File: src/rtl/core/rrjs_pkg.sv
`timescale 1ns / 1ps

package rrjs_pkg;

  localparam int JOB_ID_W   = 5;
  localparam int LEN_W      = 16;
  localparam int SLICE_W    = 8;
  localparam int STATUS_W   = 2;

  localparam logic ACT_CREATE = 1'b0;
  localparam logic ACT_TICK   = 1'b1;

  localparam logic [STATUS_W-1:0] ST_CREATED = 2'd0;
  localparam logic [STATUS_W-1:0] ST_RAN     = 2'd1;
  localparam logic [STATUS_W-1:0] ST_IDLE    = 2'd2;
  localparam logic [STATUS_W-1:0] ST_FULL    = 2'd3;

  typedef struct packed {
    logic             action;
    logic [LEN_W-1:0] job_length;
  } req_t;

  typedef struct packed {
    logic [STATUS_W-1:0] status;
    logic [JOB_ID_W-1:0] job_id;
    logic [LEN_W-1:0]    remaining_before;
    logic [SLICE_W-1:0]  slice_used;
    logic                finished;
  } rsp_t;

  typedef enum logic [1:0] {
    S_IDLE,
    S_RING,
    S_TABLE
  } state_t;

endpackage

File: src/rtl/core/rrjs_ram.sv
`timescale 1ns / 1ps

module rrjs_ram #(
  parameter int WIDTH = 8,
  parameter int DEPTH = 32
) (
  input  logic                     clk,
  input  logic                     we,
  input  logic [$clog2(DEPTH)-1:0] waddr,
  input  logic [WIDTH-1:0]         wdata,
  input  logic                     re,
  input  logic [$clog2(DEPTH)-1:0] raddr,
  output logic [WIDTH-1:0]         rdata
);

  logic [WIDTH-1:0] mem [DEPTH];

  always_ff @(posedge clk) begin
    if (we) begin
      mem[waddr] <= wdata;
    end
    if (re) begin
      rdata <= mem[raddr];
    end
  end

endmodule

File: src/rtl/core/rrjs_sched.sv
`timescale 1ns / 1ps

module rrjs_sched #(
  parameter int MAX_JOBS    = 32,
  parameter int LENGTH_BITS = 16,
  parameter int SLICE_BITS  = 8
) (
  input  logic                        clk,
  input  logic                        rst,
  input  logic                        req_valid,
  input  rrjs_pkg::req_t              req,
  output logic                        req_stall,
  input  logic                        out_busy,
  input  logic [rrjs_pkg::SLICE_W-1:0] time_slice,
  output logic                        rsp_load,
  output rrjs_pkg::rsp_t              rsp_data,
  output logic                        tbl_we,
  output logic [$clog2(MAX_JOBS)-1:0] tbl_waddr,
  output logic [LENGTH_BITS-1:0]      tbl_wdata,
  output logic                        tbl_re,
  output logic [$clog2(MAX_JOBS)-1:0] tbl_raddr,
  input  logic [LENGTH_BITS-1:0]      tbl_rdata,
  output logic                        ring_we,
  output logic [$clog2(MAX_JOBS)-1:0] ring_waddr,
  output logic [$clog2(MAX_JOBS)-1:0] ring_wdata,
  output logic                        ring_re,
  output logic [$clog2(MAX_JOBS)-1:0] ring_raddr,
  input  logic [$clog2(MAX_JOBS)-1:0] ring_rdata
);

  import rrjs_pkg::*;

  localparam int ID_W  = $clog2(MAX_JOBS);
  localparam int CNT_W = $clog2(MAX_JOBS + 1);

  state_t                 state, state_next;
  logic [CNT_W-1:0]       created, created_next;
  logic [ID_W-1:0]        head, head_next;
  logic [ID_W-1:0]        tail, tail_next;
  logic [CNT_W-1:0]       count, count_next;
  logic                   cur_valid, cur_valid_next;
  logic [ID_W-1:0]        cur_job, cur_job_next;
  logic [SLICE_BITS-1:0]  slice, slice_next;

  logic                   accept;
  logic                   full;
  logic [ID_W-1:0]        new_id;
  logic [ID_W-1:0]        head_inc;
  logic [ID_W-1:0]        tail_inc;
  logic [SLICE_BITS-1:0]  quantum_raw;
  logic [SLICE_BITS-1:0]  quantum;
  logic [LENGTH_BITS-1:0] len_in;
  logic                   fin;
  logic [LENGTH_BITS-1:0] rem_dec;

  logic [LENGTH_BITS+LEN_W-1:0]    len_ext;
  logic [SLICE_BITS+SLICE_W-1:0]   ts_ext;
  logic [ID_W+JOB_ID_W-1:0]        new_id_ext;
  logic [ID_W+JOB_ID_W-1:0]        cur_id_ext;
  logic [LENGTH_BITS+LEN_W-1:0]    rem_ext;
  logic [SLICE_BITS+SLICE_W-1:0]   slice_ext;

  assign full     = (created == CNT_W'(MAX_JOBS));
  assign new_id   = created[ID_W-1:0];
  assign head_inc = (head == ID_W'(MAX_JOBS - 1)) ? '0 : head + ID_W'(1);
  assign tail_inc = (tail == ID_W'(MAX_JOBS - 1)) ? '0 : tail + ID_W'(1);

  assign ts_ext      = {{SLICE_BITS{1'b0}}, time_slice};
  assign quantum_raw = ts_ext[SLICE_BITS-1:0];
  assign quantum     = (quantum_raw == '0) ? SLICE_BITS'(1) : quantum_raw;

  assign len_ext = {{LENGTH_BITS{1'b0}}, req.job_length};
  assign len_in  = len_ext[LENGTH_BITS-1:0];

  assign fin     = (tbl_rdata == '0) || (tbl_rdata == LENGTH_BITS'(1));
  assign rem_dec = tbl_rdata - LENGTH_BITS'(1);

  assign new_id_ext = {{JOB_ID_W{1'b0}}, new_id};
  assign cur_id_ext = {{JOB_ID_W{1'b0}}, cur_job};
  assign rem_ext    = {{LEN_W{1'b0}}, tbl_rdata};
  assign slice_ext  = {{SLICE_W{1'b0}}, slice};

  assign req_stall = (state != S_IDLE) || out_busy;
  assign accept    = req_valid && !req_stall;

  always_ff @(posedge clk) begin
    if (rst) begin
      state     <= S_IDLE;
      created   <= '0;
      head      <= '0;
      tail      <= '0;
      count     <= '0;
      cur_valid <= 1'b0;
      cur_job   <= '0;
      slice     <= '0;
    end else begin
      state     <= state_next;
      created   <= created_next;
      head      <= head_next;
      tail      <= tail_next;
      count     <= count_next;
      cur_valid <= cur_valid_next;
      cur_job   <= cur_job_next;
      slice     <= slice_next;
    end
  end

  always_comb begin
    state_next     = state;
    created_next   = created;
    head_next      = head;
    tail_next      = tail;
    count_next     = count;
    cur_valid_next = cur_valid;
    cur_job_next   = cur_job;
    slice_next     = slice;
    tbl_we         = 1'b0;
    tbl_waddr      = cur_job;
    tbl_wdata      = rem_dec;
    tbl_re         = 1'b0;
    tbl_raddr      = cur_job;
    ring_we        = 1'b0;
    ring_waddr     = tail;
    ring_wdata     = cur_job;
    ring_re        = 1'b0;
    ring_raddr     = head;
    rsp_load       = 1'b0;
    rsp_data       = '0;

    unique case (state)
      S_IDLE: begin
        if (accept) begin
          if (req.action == ACT_CREATE) begin
            rsp_load = 1'b1;
            if (full) begin
              rsp_data.status = ST_FULL;
            end else begin
              tbl_we          = 1'b1;
              tbl_waddr       = new_id;
              tbl_wdata       = len_in;
              ring_we         = 1'b1;
              ring_wdata      = new_id;
              tail_next       = tail_inc;
              count_next      = count + CNT_W'(1);
              created_next    = created + CNT_W'(1);
              rsp_data.status = ST_CREATED;
              rsp_data.job_id = new_id_ext[JOB_ID_W-1:0];
            end
          end else if (cur_valid && (slice < quantum)) begin
            slice_next = slice + SLICE_BITS'(1);
            tbl_re     = 1'b1;
            state_next = S_TABLE;
          end else if (cur_valid && (count == '0)) begin
            slice_next = SLICE_BITS'(1);
            tbl_re     = 1'b1;
            state_next = S_TABLE;
          end else if (cur_valid) begin
            ring_we    = 1'b1;
            tail_next  = tail_inc;
            ring_re    = 1'b1;
            head_next  = head_inc;
            slice_next = SLICE_BITS'(1);
            state_next = S_RING;
          end else if (count != '0) begin
            ring_re        = 1'b1;
            head_next      = head_inc;
            count_next     = count - CNT_W'(1);
            slice_next     = SLICE_BITS'(1);
            cur_valid_next = 1'b1;
            state_next     = S_RING;
          end else begin
            slice_next      = '0;
            rsp_load        = 1'b1;
            rsp_data.status = ST_IDLE;
          end
        end
      end
      S_RING: begin
        cur_job_next   = ring_rdata;
        cur_valid_next = 1'b1;
        tbl_re         = 1'b1;
        tbl_raddr      = ring_rdata;
        state_next     = S_TABLE;
      end
      S_TABLE: begin
        tbl_we                    = 1'b1;
        rsp_load                  = 1'b1;
        rsp_data.status           = ST_RAN;
        rsp_data.job_id           = cur_id_ext[JOB_ID_W-1:0];
        rsp_data.remaining_before = rem_ext[LEN_W-1:0];
        rsp_data.slice_used       = slice_ext[SLICE_W-1:0];
        rsp_data.finished         = fin;
        if (fin) begin
          cur_valid_next = 1'b0;
        end
        state_next = S_IDLE;
      end
      default: begin
        state_next = S_IDLE;
      end
    endcase
  end

endmodule

File: src/rtl/core/round_robin_job_scheduler.sv
`timescale 1ns / 1ps

// Round-robin job scheduler with a time slice. A create beat stores the job
// length in the job table, assigns the next id and appends the id to the
// ready ring; it never leaves the idle state, nor do a full-table create
// and an idle tick. A tick that keeps the current job reads the job table,
// then writes back the remaining count. A tick that switches jobs reads the
// ready ring at the head, which must return before the job table is read.
// The job table and the ready ring are each a single-port-write,
// single-port-read RAM with a registered read. The result sits in an output
// register, so a new beat is taken while the previous result drains, but
// not while the output is stalled. time_slice is written through the cfg
// channel (reset 1, zero acts as 1) and takes effect on the next tick.
module round_robin_job_scheduler #(
  parameter int MAX_JOBS    = 32,
  parameter int LENGTH_BITS = 16,
  parameter int SLICE_BITS  = 8
) (
  input  logic                         clk,
  input  logic                         rst,
  input  logic                         req_valid,
  output logic                         req_stall,
  input  rrjs_pkg::req_t               req,
  output logic                         rsp_valid,
  input  logic                         rsp_stall,
  output rrjs_pkg::rsp_t               rsp,
  input  logic                         cfg_valid,
  output logic                         cfg_ready,
  input  logic [rrjs_pkg::SLICE_W-1:0] cfg_data
);

  import rrjs_pkg::*;

  localparam int ID_W = $clog2(MAX_JOBS);

  logic [SLICE_W-1:0]     time_slice;
  logic                   out_busy;
  logic                   rsp_load;
  rsp_t                   rsp_data;

  logic                   tbl_we;
  logic [ID_W-1:0]        tbl_waddr;
  logic [LENGTH_BITS-1:0] tbl_wdata;
  logic                   tbl_re;
  logic [ID_W-1:0]        tbl_raddr;
  logic [LENGTH_BITS-1:0] tbl_rdata;
  logic                   ring_we;
  logic [ID_W-1:0]        ring_waddr;
  logic [ID_W-1:0]        ring_wdata;
  logic                   ring_re;
  logic [ID_W-1:0]        ring_raddr;
  logic [ID_W-1:0]        ring_rdata;

  assign cfg_ready = 1'b1;
  assign out_busy  = rsp_valid && rsp_stall;

  always_ff @(posedge clk) begin
    if (rst) begin
      time_slice <= SLICE_W'(1);
    end else if (cfg_valid && cfg_ready) begin
      time_slice <= cfg_data;
    end
  end

  always_ff @(posedge clk) begin
    if (rst) begin
      rsp_valid <= 1'b0;
    end else if (rsp_load) begin
      rsp_valid <= 1'b1;
    end else if (!rsp_stall) begin
      rsp_valid <= 1'b0;
    end
  end

  always_ff @(posedge clk) begin
    if (rsp_load) begin
      rsp <= rsp_data;
    end
  end

  rrjs_sched #(
    .MAX_JOBS    (MAX_JOBS),
    .LENGTH_BITS (LENGTH_BITS),
    .SLICE_BITS  (SLICE_BITS)
  ) u_sched (
    .clk        (clk),
    .rst        (rst),
    .req_valid  (req_valid),
    .req        (req),
    .req_stall  (req_stall),
    .out_busy   (out_busy),
    .time_slice (time_slice),
    .rsp_load   (rsp_load),
    .rsp_data   (rsp_data),
    .tbl_we     (tbl_we),
    .tbl_waddr  (tbl_waddr),
    .tbl_wdata  (tbl_wdata),
    .tbl_re     (tbl_re),
    .tbl_raddr  (tbl_raddr),
    .tbl_rdata  (tbl_rdata),
    .ring_we    (ring_we),
    .ring_waddr (ring_waddr),
    .ring_wdata (ring_wdata),
    .ring_re    (ring_re),
    .ring_raddr (ring_raddr),
    .ring_rdata (ring_rdata)
  );

  rrjs_ram #(
    .WIDTH (LENGTH_BITS),
    .DEPTH (MAX_JOBS)
  ) u_job_table (
    .clk   (clk),
    .we    (tbl_we),
    .waddr (tbl_waddr),
    .wdata (tbl_wdata),
    .re    (tbl_re),
    .raddr (tbl_raddr),
    .rdata (tbl_rdata)
  );

  rrjs_ram #(
    .WIDTH (ID_W),
    .DEPTH (MAX_JOBS)
  ) u_ready_ring (
    .clk   (clk),
    .we    (ring_we),
    .waddr (ring_waddr),
    .wdata (ring_wdata),
    .re    (ring_re),
    .raddr (ring_raddr),
    .rdata (ring_rdata)
  );

endmodule

File: config.mk
export PLATFORM = sky130hd
export DESIGN_NAME = round_robin_job_scheduler
export DESIGN_NICKNAME = d
export VERILOG_FILES = /design/src/rtl/core/rrjs_pkg.sv /design/src/rtl/core/rrjs_ram.sv /design/src/rtl/core/rrjs_sched.sv /design/src/rtl/core/round_robin_job_scheduler.sv
export SDC_FILE = /design/constraint.sdc
export NUM_CORES = 1
export LEC_CHECK = 0
export ABC_AREA = 1
export BUFFER_PORTS_ARGS = -buffer_cell sky130_fd_sc_hd__buf_2
export CORE_ASPECT_RATIO = 0.5
export CORE_UTILIZATION = 40
export CTS_CLUSTER_DIAMETER = 30
export DETAILED_ROUTE_END_ITERATION = 8
export GPL_ROUTABILITY_DRIVEN = 0
export HOLD_SLACK_MARGIN = 0.08
export MAX_ROUTING_LAYER = met4
export SYNTH_ARGS = -nofsm -noshare
export SYNTH_HDL_FRONTEND = slang
export SYNTH_HIERARCHICAL = 1
export SYNTH_SLANG_ARGS = --single-unit
File: constraint.sdc
create_clock -name clk -period 4.9 [get_ports clk]
set_input_delay 0.245 -clock clk [delete_from_list [all_inputs] [get_ports clk]]
set_output_delay 0.245 -clock clk [all_outputs]
set_load 0.02 [all_outputs]
==> impl_metrics.xml <==
<?xml version="1.0" encoding="UTF-8"?>
<metrics>
  <group name="outcome">
    <metric name="result_of_the_run" unit="">finished clean</metric>
  </group>
  <group name="worst_setup_path">
    <metric name="critical_path.slowest_cell" unit="">sky130_fd_sc_hd__nand3_1</metric>
    <metric name="ff2ff_setup_slack" unit="ps">1150</metric>
    <metric name="worst_ep_arrival_time" unit="ps">4090</metric>
    <metric name="startpoint_type" unit="">flip-flop</metric>
    <metric name="reg2reg_from" unit="">u_sched/state[0]$_SDFFE_PP0P_</metric>
    <metric name="end_kind" unit="">flip-flop</metric>
    <metric name="worst_r2r_path_depth" unit="">14</metric>
    <metric name="critical_path_class" unit="">flip-flop to flip-flop</metric>
    <metric name="worstPathMaxFanout" unit="">34</metric>
    <metric name="worstReg2RegEnd" unit="">u_job_table/mem[17][13]$_DFFE_PP_</metric>
    <metric name="max_stage_delay" unit="ps">540</metric>
    <metric name="worst_ep_required_time" unit="ps">5240</metric>
    <metric name="cp_cell_sequence" unit="">inv_1 -&gt; ha_1 -&gt; nand3_2 -&gt; clkinv_2 -&gt; o21ai_4 -&gt; nor2_8 -&gt; inv_4 -&gt; nor2_1 -&gt; inv_1 -&gt; o21ai_2 -&gt; buf_4 -&gt; nand3_1 -&gt; nor2_1 -&gt; buf_4</metric>
  </group>
  <group name="synthesis">
    <metric name="synth_top_family_by_area" unit="">simple AND/OR/NAND/NOR gates</metric>
    <metric name="synth_common_cells" unit="">sky130_fd_sc_hd__nand2_1, sky130_fd_sc_hd__edfxtp_1, sky130_fd_sc_hd__nand3_1, sky130_fd_sc_hd__nor2_1, sky130_fd_sc_hd__inv_1</metric>
    <metric name="ys_top_cells_by_area" unit="">sky130_fd_sc_hd__edfxtp_1, sky130_fd_sc_hd__nand2_1, sky130_fd_sc_hd__nand3_1</metric>
    <metric name="yosys.area_share.adder" unit="">0.009735</metric>
    <metric name="synthesis.instances" unit="">2976</metric>
    <metric name="async_flop_share" unit="">0</metric>
    <metric name="synthXorXnorAreaFrac" unit="">0.004791</metric>
    <metric name="synth.yosys.warnings" unit="">6</metric>
    <metric name="avgSynthCellArea" unit="µm²">11.06</metric>
    <metric name="most_common_cell_in_the_netlist" unit="">sky130_fd_sc_hd__nand2_1</metric>
    <metric name="post_synth_instance_area" unit="mm²">0.03290</metric>
    <metric name="yosys.area.top_type" unit="">sky130_fd_sc_hd__edfxtp_1</metric>
    <metric name="syn_nets" unit="">3031</metric>
    <metric name="synth.area.mux_share" unit="">0.0003042</metric>
    <metric name="synth-simple-area-share" unit="">0.2300</metric>
    <metric name="compound_gate_fraction_of_synth_area" unit="">0.01601</metric>
    <metric name="yosysTopAreaCellShare" unit="">0.6617</metric>
    <metric name="ys_dominant_reg_cell" unit="">sky130_fd_sc_hd__edfxtp_1</metric>
    <metric name="yosysUniqueCellTypes" unit="">52</metric>
    <metric name="synth_seq_cells" unit="">772</metric>
    <metric name="number_of_enable_flip_flop_cells_after_synthesis" unit="">725</metric>
    <metric name="ys_seq_area_frac" unit="">0.6903</metric>
  </group>
  <group name="grt">
    <metric name="pin_count_of_the_biggest_net_entering_global_routing" unit="">161</metric>
    <metric name="grt_antenna_before_repair" unit="">1</metric>
    <metric name="grt_pass1_wl" unit="µm">128400</metric>
    <metric name="overflow" unit="">0</metric>
    <metric name="grt_usage" unit="">0.2066</metric>
    <metric name="grt_pass1_vias" unit="">21430</metric>
  </group>
  <group name="floorplan">
    <metric name="core" unit="mm²">0.08038</metric>
    <metric name="die_height" unit="µm">204.8</metric>
    <metric name="die_area" unit="mm²">0.08348</metric>
    <metric name="starting_utilization_of_the_core_area" unit="">0.4094</metric>
    <metric name="die_w" unit="µm">407.6</metric>
    <metric name="std_cell_rows" unit="">73</metric>
    <metric name="num_io_pins" unit="">65</metric>
  </group>
  <group name="timing">
    <metric name="max_slew.worst_pin.slew" unit="ps">1351</metric>
    <metric name="totalNegativeSetupSlack" unit="ps">0</metric>
    <metric name="setup_viol" unit="">0</metric>
    <metric name="post-route-min-period" unit="ps">3751</metric>
    <metric name="timing.fmax" unit="MHz">266.6</metric>
    <metric name="layout_worst_path_cycle_share" unit="">0.7655</metric>
    <metric name="grt_setup_unrepaired" unit="">no</metric>
    <metric name="finalMaxSlewViolations" unit="">0</metric>
    <metric name="finalHoldViolations" unit="">0</metric>
    <metric name="relSlewSlack" unit="">0.09823</metric>
    <metric name="skew" unit="ps">44.59</metric>
  </group>
  <group name="cells_and_area">
    <metric name="fraction_of_layout_instances_using_a_drive_strength_above_1" unit="">0.1182</metric>
    <metric name="syn_to_final_growth" unit="%">16.89</metric>
    <metric name="nNetsFinal" unit="">3148</metric>
    <metric name="finalNonFillerCells" unit="">4278</metric>
  </group>
  <group name="worst_hold_path">
    <metric name="holdPathStages" unit="">4</metric>
    <metric name="hold_path.startpoint" unit="">req[16]</metric>
    <metric name="hold_path_class" unit="">input port to flip-flop</metric>
    <metric name="hold_end" unit="">rsp[30]$_DFFE_PP_</metric>
  </group>
  <group name="placed_design">
    <metric name="buffer_ports.inserted" unit="">63</metric>
    <metric name="dp.final_hpwl" unit="µm">48520</metric>
    <metric name="placed_cells" unit="">4036</metric>
  </group>
  <group name="clocking">
    <metric name="cts_max_level" unit="">3</metric>
    <metric name="post_cts_buffers" unit="">0</metric>
    <metric name="clk_transition_reported_paths" unit="ps">60</metric>
    <metric name="tritoncts_clock_tree" unit="">yes</metric>
    <metric name="cts_inserted_buffers" unit="">114</metric>
    <metric name="clock-root-buffer" unit="">sky130_fd_sc_hd__clkbuf_16</metric>
    <metric name="cts_sinks" unit="">772</metric>
    <metric name="ctsResizeCount" unit="">0</metric>
    <metric name="clock_insertion_delay_worst_skew" unit="ps">680</metric>
    <metric name="cts.path.max_buffers" unit="">3</metric>
    <metric name="cts_hold_buf" unit="">28</metric>
  </group>
  <group name="detailed_routing">
    <metric name="drt_first_pass_iters" unit="">5</metric>
    <metric name="drc" unit="">0</metric>
    <metric name="vias" unit="">22240</metric>
    <metric name="wl_per_cell" unit="µm">19.48</metric>
    <metric name="wirelength" unit="µm">83330</metric>
    <metric name="detail_route.iter0.violations" unit="">2146</metric>
    <metric name="drt-vias-per-instance" unit="">5.200</metric>
    <metric name="ant_nets" unit="">0</metric>
  </group>
  <group name="pwr">
    <metric name="power.static_leakage" unit="nW">14.51</metric>
    <metric name="worst_ir_drop_vdd" unit="mV">0.3295</metric>
    <metric name="pwr_density_cell" unit="mW/mm²">562.0</metric>
  </group>
  <group name="run">
    <metric name="drv_cap" unit="">0</metric>
  </group>
</metrics>
[layout by cell type (no fill, tap or decap), types with 5 or more instances in the layout]
| master | netlist | final |
|---|---|---|
| sky130_fd_sc_hd__inv_6 | 3 | 8 |
| sky130_fd_sc_hd__buf_2 | 45 | 63 |
| sky130_fd_sc_hd__bufinv_16 | 0 | 23 |
| sky130_fd_sc_hd__o21ai_1 | 6 | 6 |
| sky130_fd_sc_hd__a21oi_1 | 39 | 39 |
| sky130_fd_sc_hd__o21ai_0 | 35 | 27 |
| sky130_fd_sc_hd__clkinv_4 | 0 | 7 |
| sky130_fd_sc_hd__clkinv_1 | 2 | 17 |
| sky130_fd_sc_hd__nand4_1 | 6 | 6 |
| sky130_fd_sc_hd__ha_1 | 24 | 24 |
| sky130_fd_sc_hd__clkbuf_1 | 27 | 8 |
| sky130_fd_sc_hd__clkinv_2 | 1 | 23 |
| sky130_fd_sc_hd__inv_1 | 110 | 109 |
| sky130_fd_sc_hd__xor2_1 | 11 | 11 |
| sky130_fd_sc_hd__o21ai_2 | 0 | 6 |
| sky130_fd_sc_hd__clkinvlp_4 | 0 | 11 |
| sky130_fd_sc_hd__edfxtp_1 | 725 | 725 |
| sky130_fd_sc_hd__xnor2_1 | 7 | 7 |
| sky130_fd_sc_hd__nor2_2 | 7 | 7 |
| sky130_fd_sc_hd__a31oi_2 | 2 | 5 |
| sky130_fd_sc_hd__nand2_1 | 1076 | 1073 |
| sky130_fd_sc_hd__clkbuf_16 | 0 | 116 |
| sky130_fd_sc_hd__dfxtp_1 | 47 | 46 |
| sky130_fd_sc_hd__nand3_2 | 6 | 6 |
| sky130_fd_sc_hd__nor2_1 | 125 | 125 |
| sky130_fd_sc_hd__dlygate4sd3_1 | 0 | 28 |
| sky130_fd_sc_hd__nand3_1 | 544 | 544 |
| sky130_fd_sc_hd__buf_4 | 43 | 66 |
[per-stage QoR]
step / util / hold slack (ps) / power (mW) / worst slack (ps) / cell area (µm²)
after floorplan: - / 314.1 / 11.52 / 597.4 / 32900
after global placement: 0.4242 / 448.9 / 13.06 / 1226 / 34100
after detailed placement: 0.4242 / 469.6 / 13.12 / 1202 / 34100
after CTS: 0.4785 / 143.9 / 21.72 / 1204 / 38460
after global routing: 0.4785 / 173.0 / 22.50 / 862.5 / 38460
final: 0.4785 / 180.1 / 21.61 / 1149 / 38460
[power by group]
part           total, mW  switching [mW]  internal, mW
Combinational       4.61            3.50          1.11
Clock               8.57            3.01          5.56
Sequential          8.44           0.219          8.22
[sequential cells by signal (all words and copies together) (netlist names)]
register	count
u_sched/cur_valid	1
u_ready_ring/mem	160
u_sched/ring_waddr	5
u_sched/ring_raddr	5
rsp	32
u_job_table/mem	512
u_ready_ring/rdata	5
u_sched/count	6
u_sched/state	2
u_sched/cur_job	5
rsp_valid	1
time_slice	8
u_sched/created	6
u_sched/slice	8
u_job_table/rdata	16
[how the worst max path moves through the flow]
stage	endpoint	slack (ps)	from	cells after the start
floorplan	u_job_table/mem[27][0]$_DFFE_PP_	600	u_sched/state[0]$_SDFFE_PP0P_	11
global route	u_job_table/mem[17][13]$_DFFE_PP_	860	u_sched/state[1]$_SDFFE_PP0P_	14
global placement	u_job_table/mem[17][15]$_DFFE_PP_	1230	u_sched/state[1]$_SDFFE_PP0P_	14
CTS	u_job_table/mem[9][1]$_DFFE_PP_	1200	u_sched/state[1]$_SDFFE_PP0P_	14
finish	u_job_table/mem[17][13]$_DFFE_PP_	1150	u_sched/state[0]$_SDFFE_PP0P_	14
detailed placement	u_job_table/mem[17][15]$_DFFE_PP_	1200	u_sched/state[1]$_SDFFE_PP0P_	14
[layer usage]
metal	share of wire	routed length, µm	track usage
met4	0.023	1894	0.05773
met1	0.44	36770	0.2782
met3	0.072	6032	0.03878
met5	0	0	-
met2	0.46	38640	0.3208
[critical path: cells and delay by family, from the launching register on]
family	cells	cell delay (ps)
buffers and inverters	6	1180
flip-flops	1	340
adder cells (fa/ha/maj)	1	240
AO/OA/AOI/OAI	2	180
AND/OR/NAND/NOR	5	1470
[cells by family (layout without fill, tap and decap cells)]
kind of cell    count (synthesis)  after routing
buf+inv                       281            495
flops                         772            772
compound gates                 92             92
fa+ha+maj                      25             25
other cells                     1              2
simple gates                 1786           1786
mux                             1              1
xor+xnor                       18             18
[cell type report]
type                            count  area (µm²)
Inverter                          122       485.5
Multi-Input combinational cell   1923        8668
Tap cell                         1087        1360
Antenna cell                        1       2.502
Fill cell                        7148       41920
Clock buffer                      125        2947
Timing Repair Buffer              160        1151
Clock inverter                     88        1132
Sequential cell                   772       22710
Note: power is estimated with default switching activity, not from simulation.
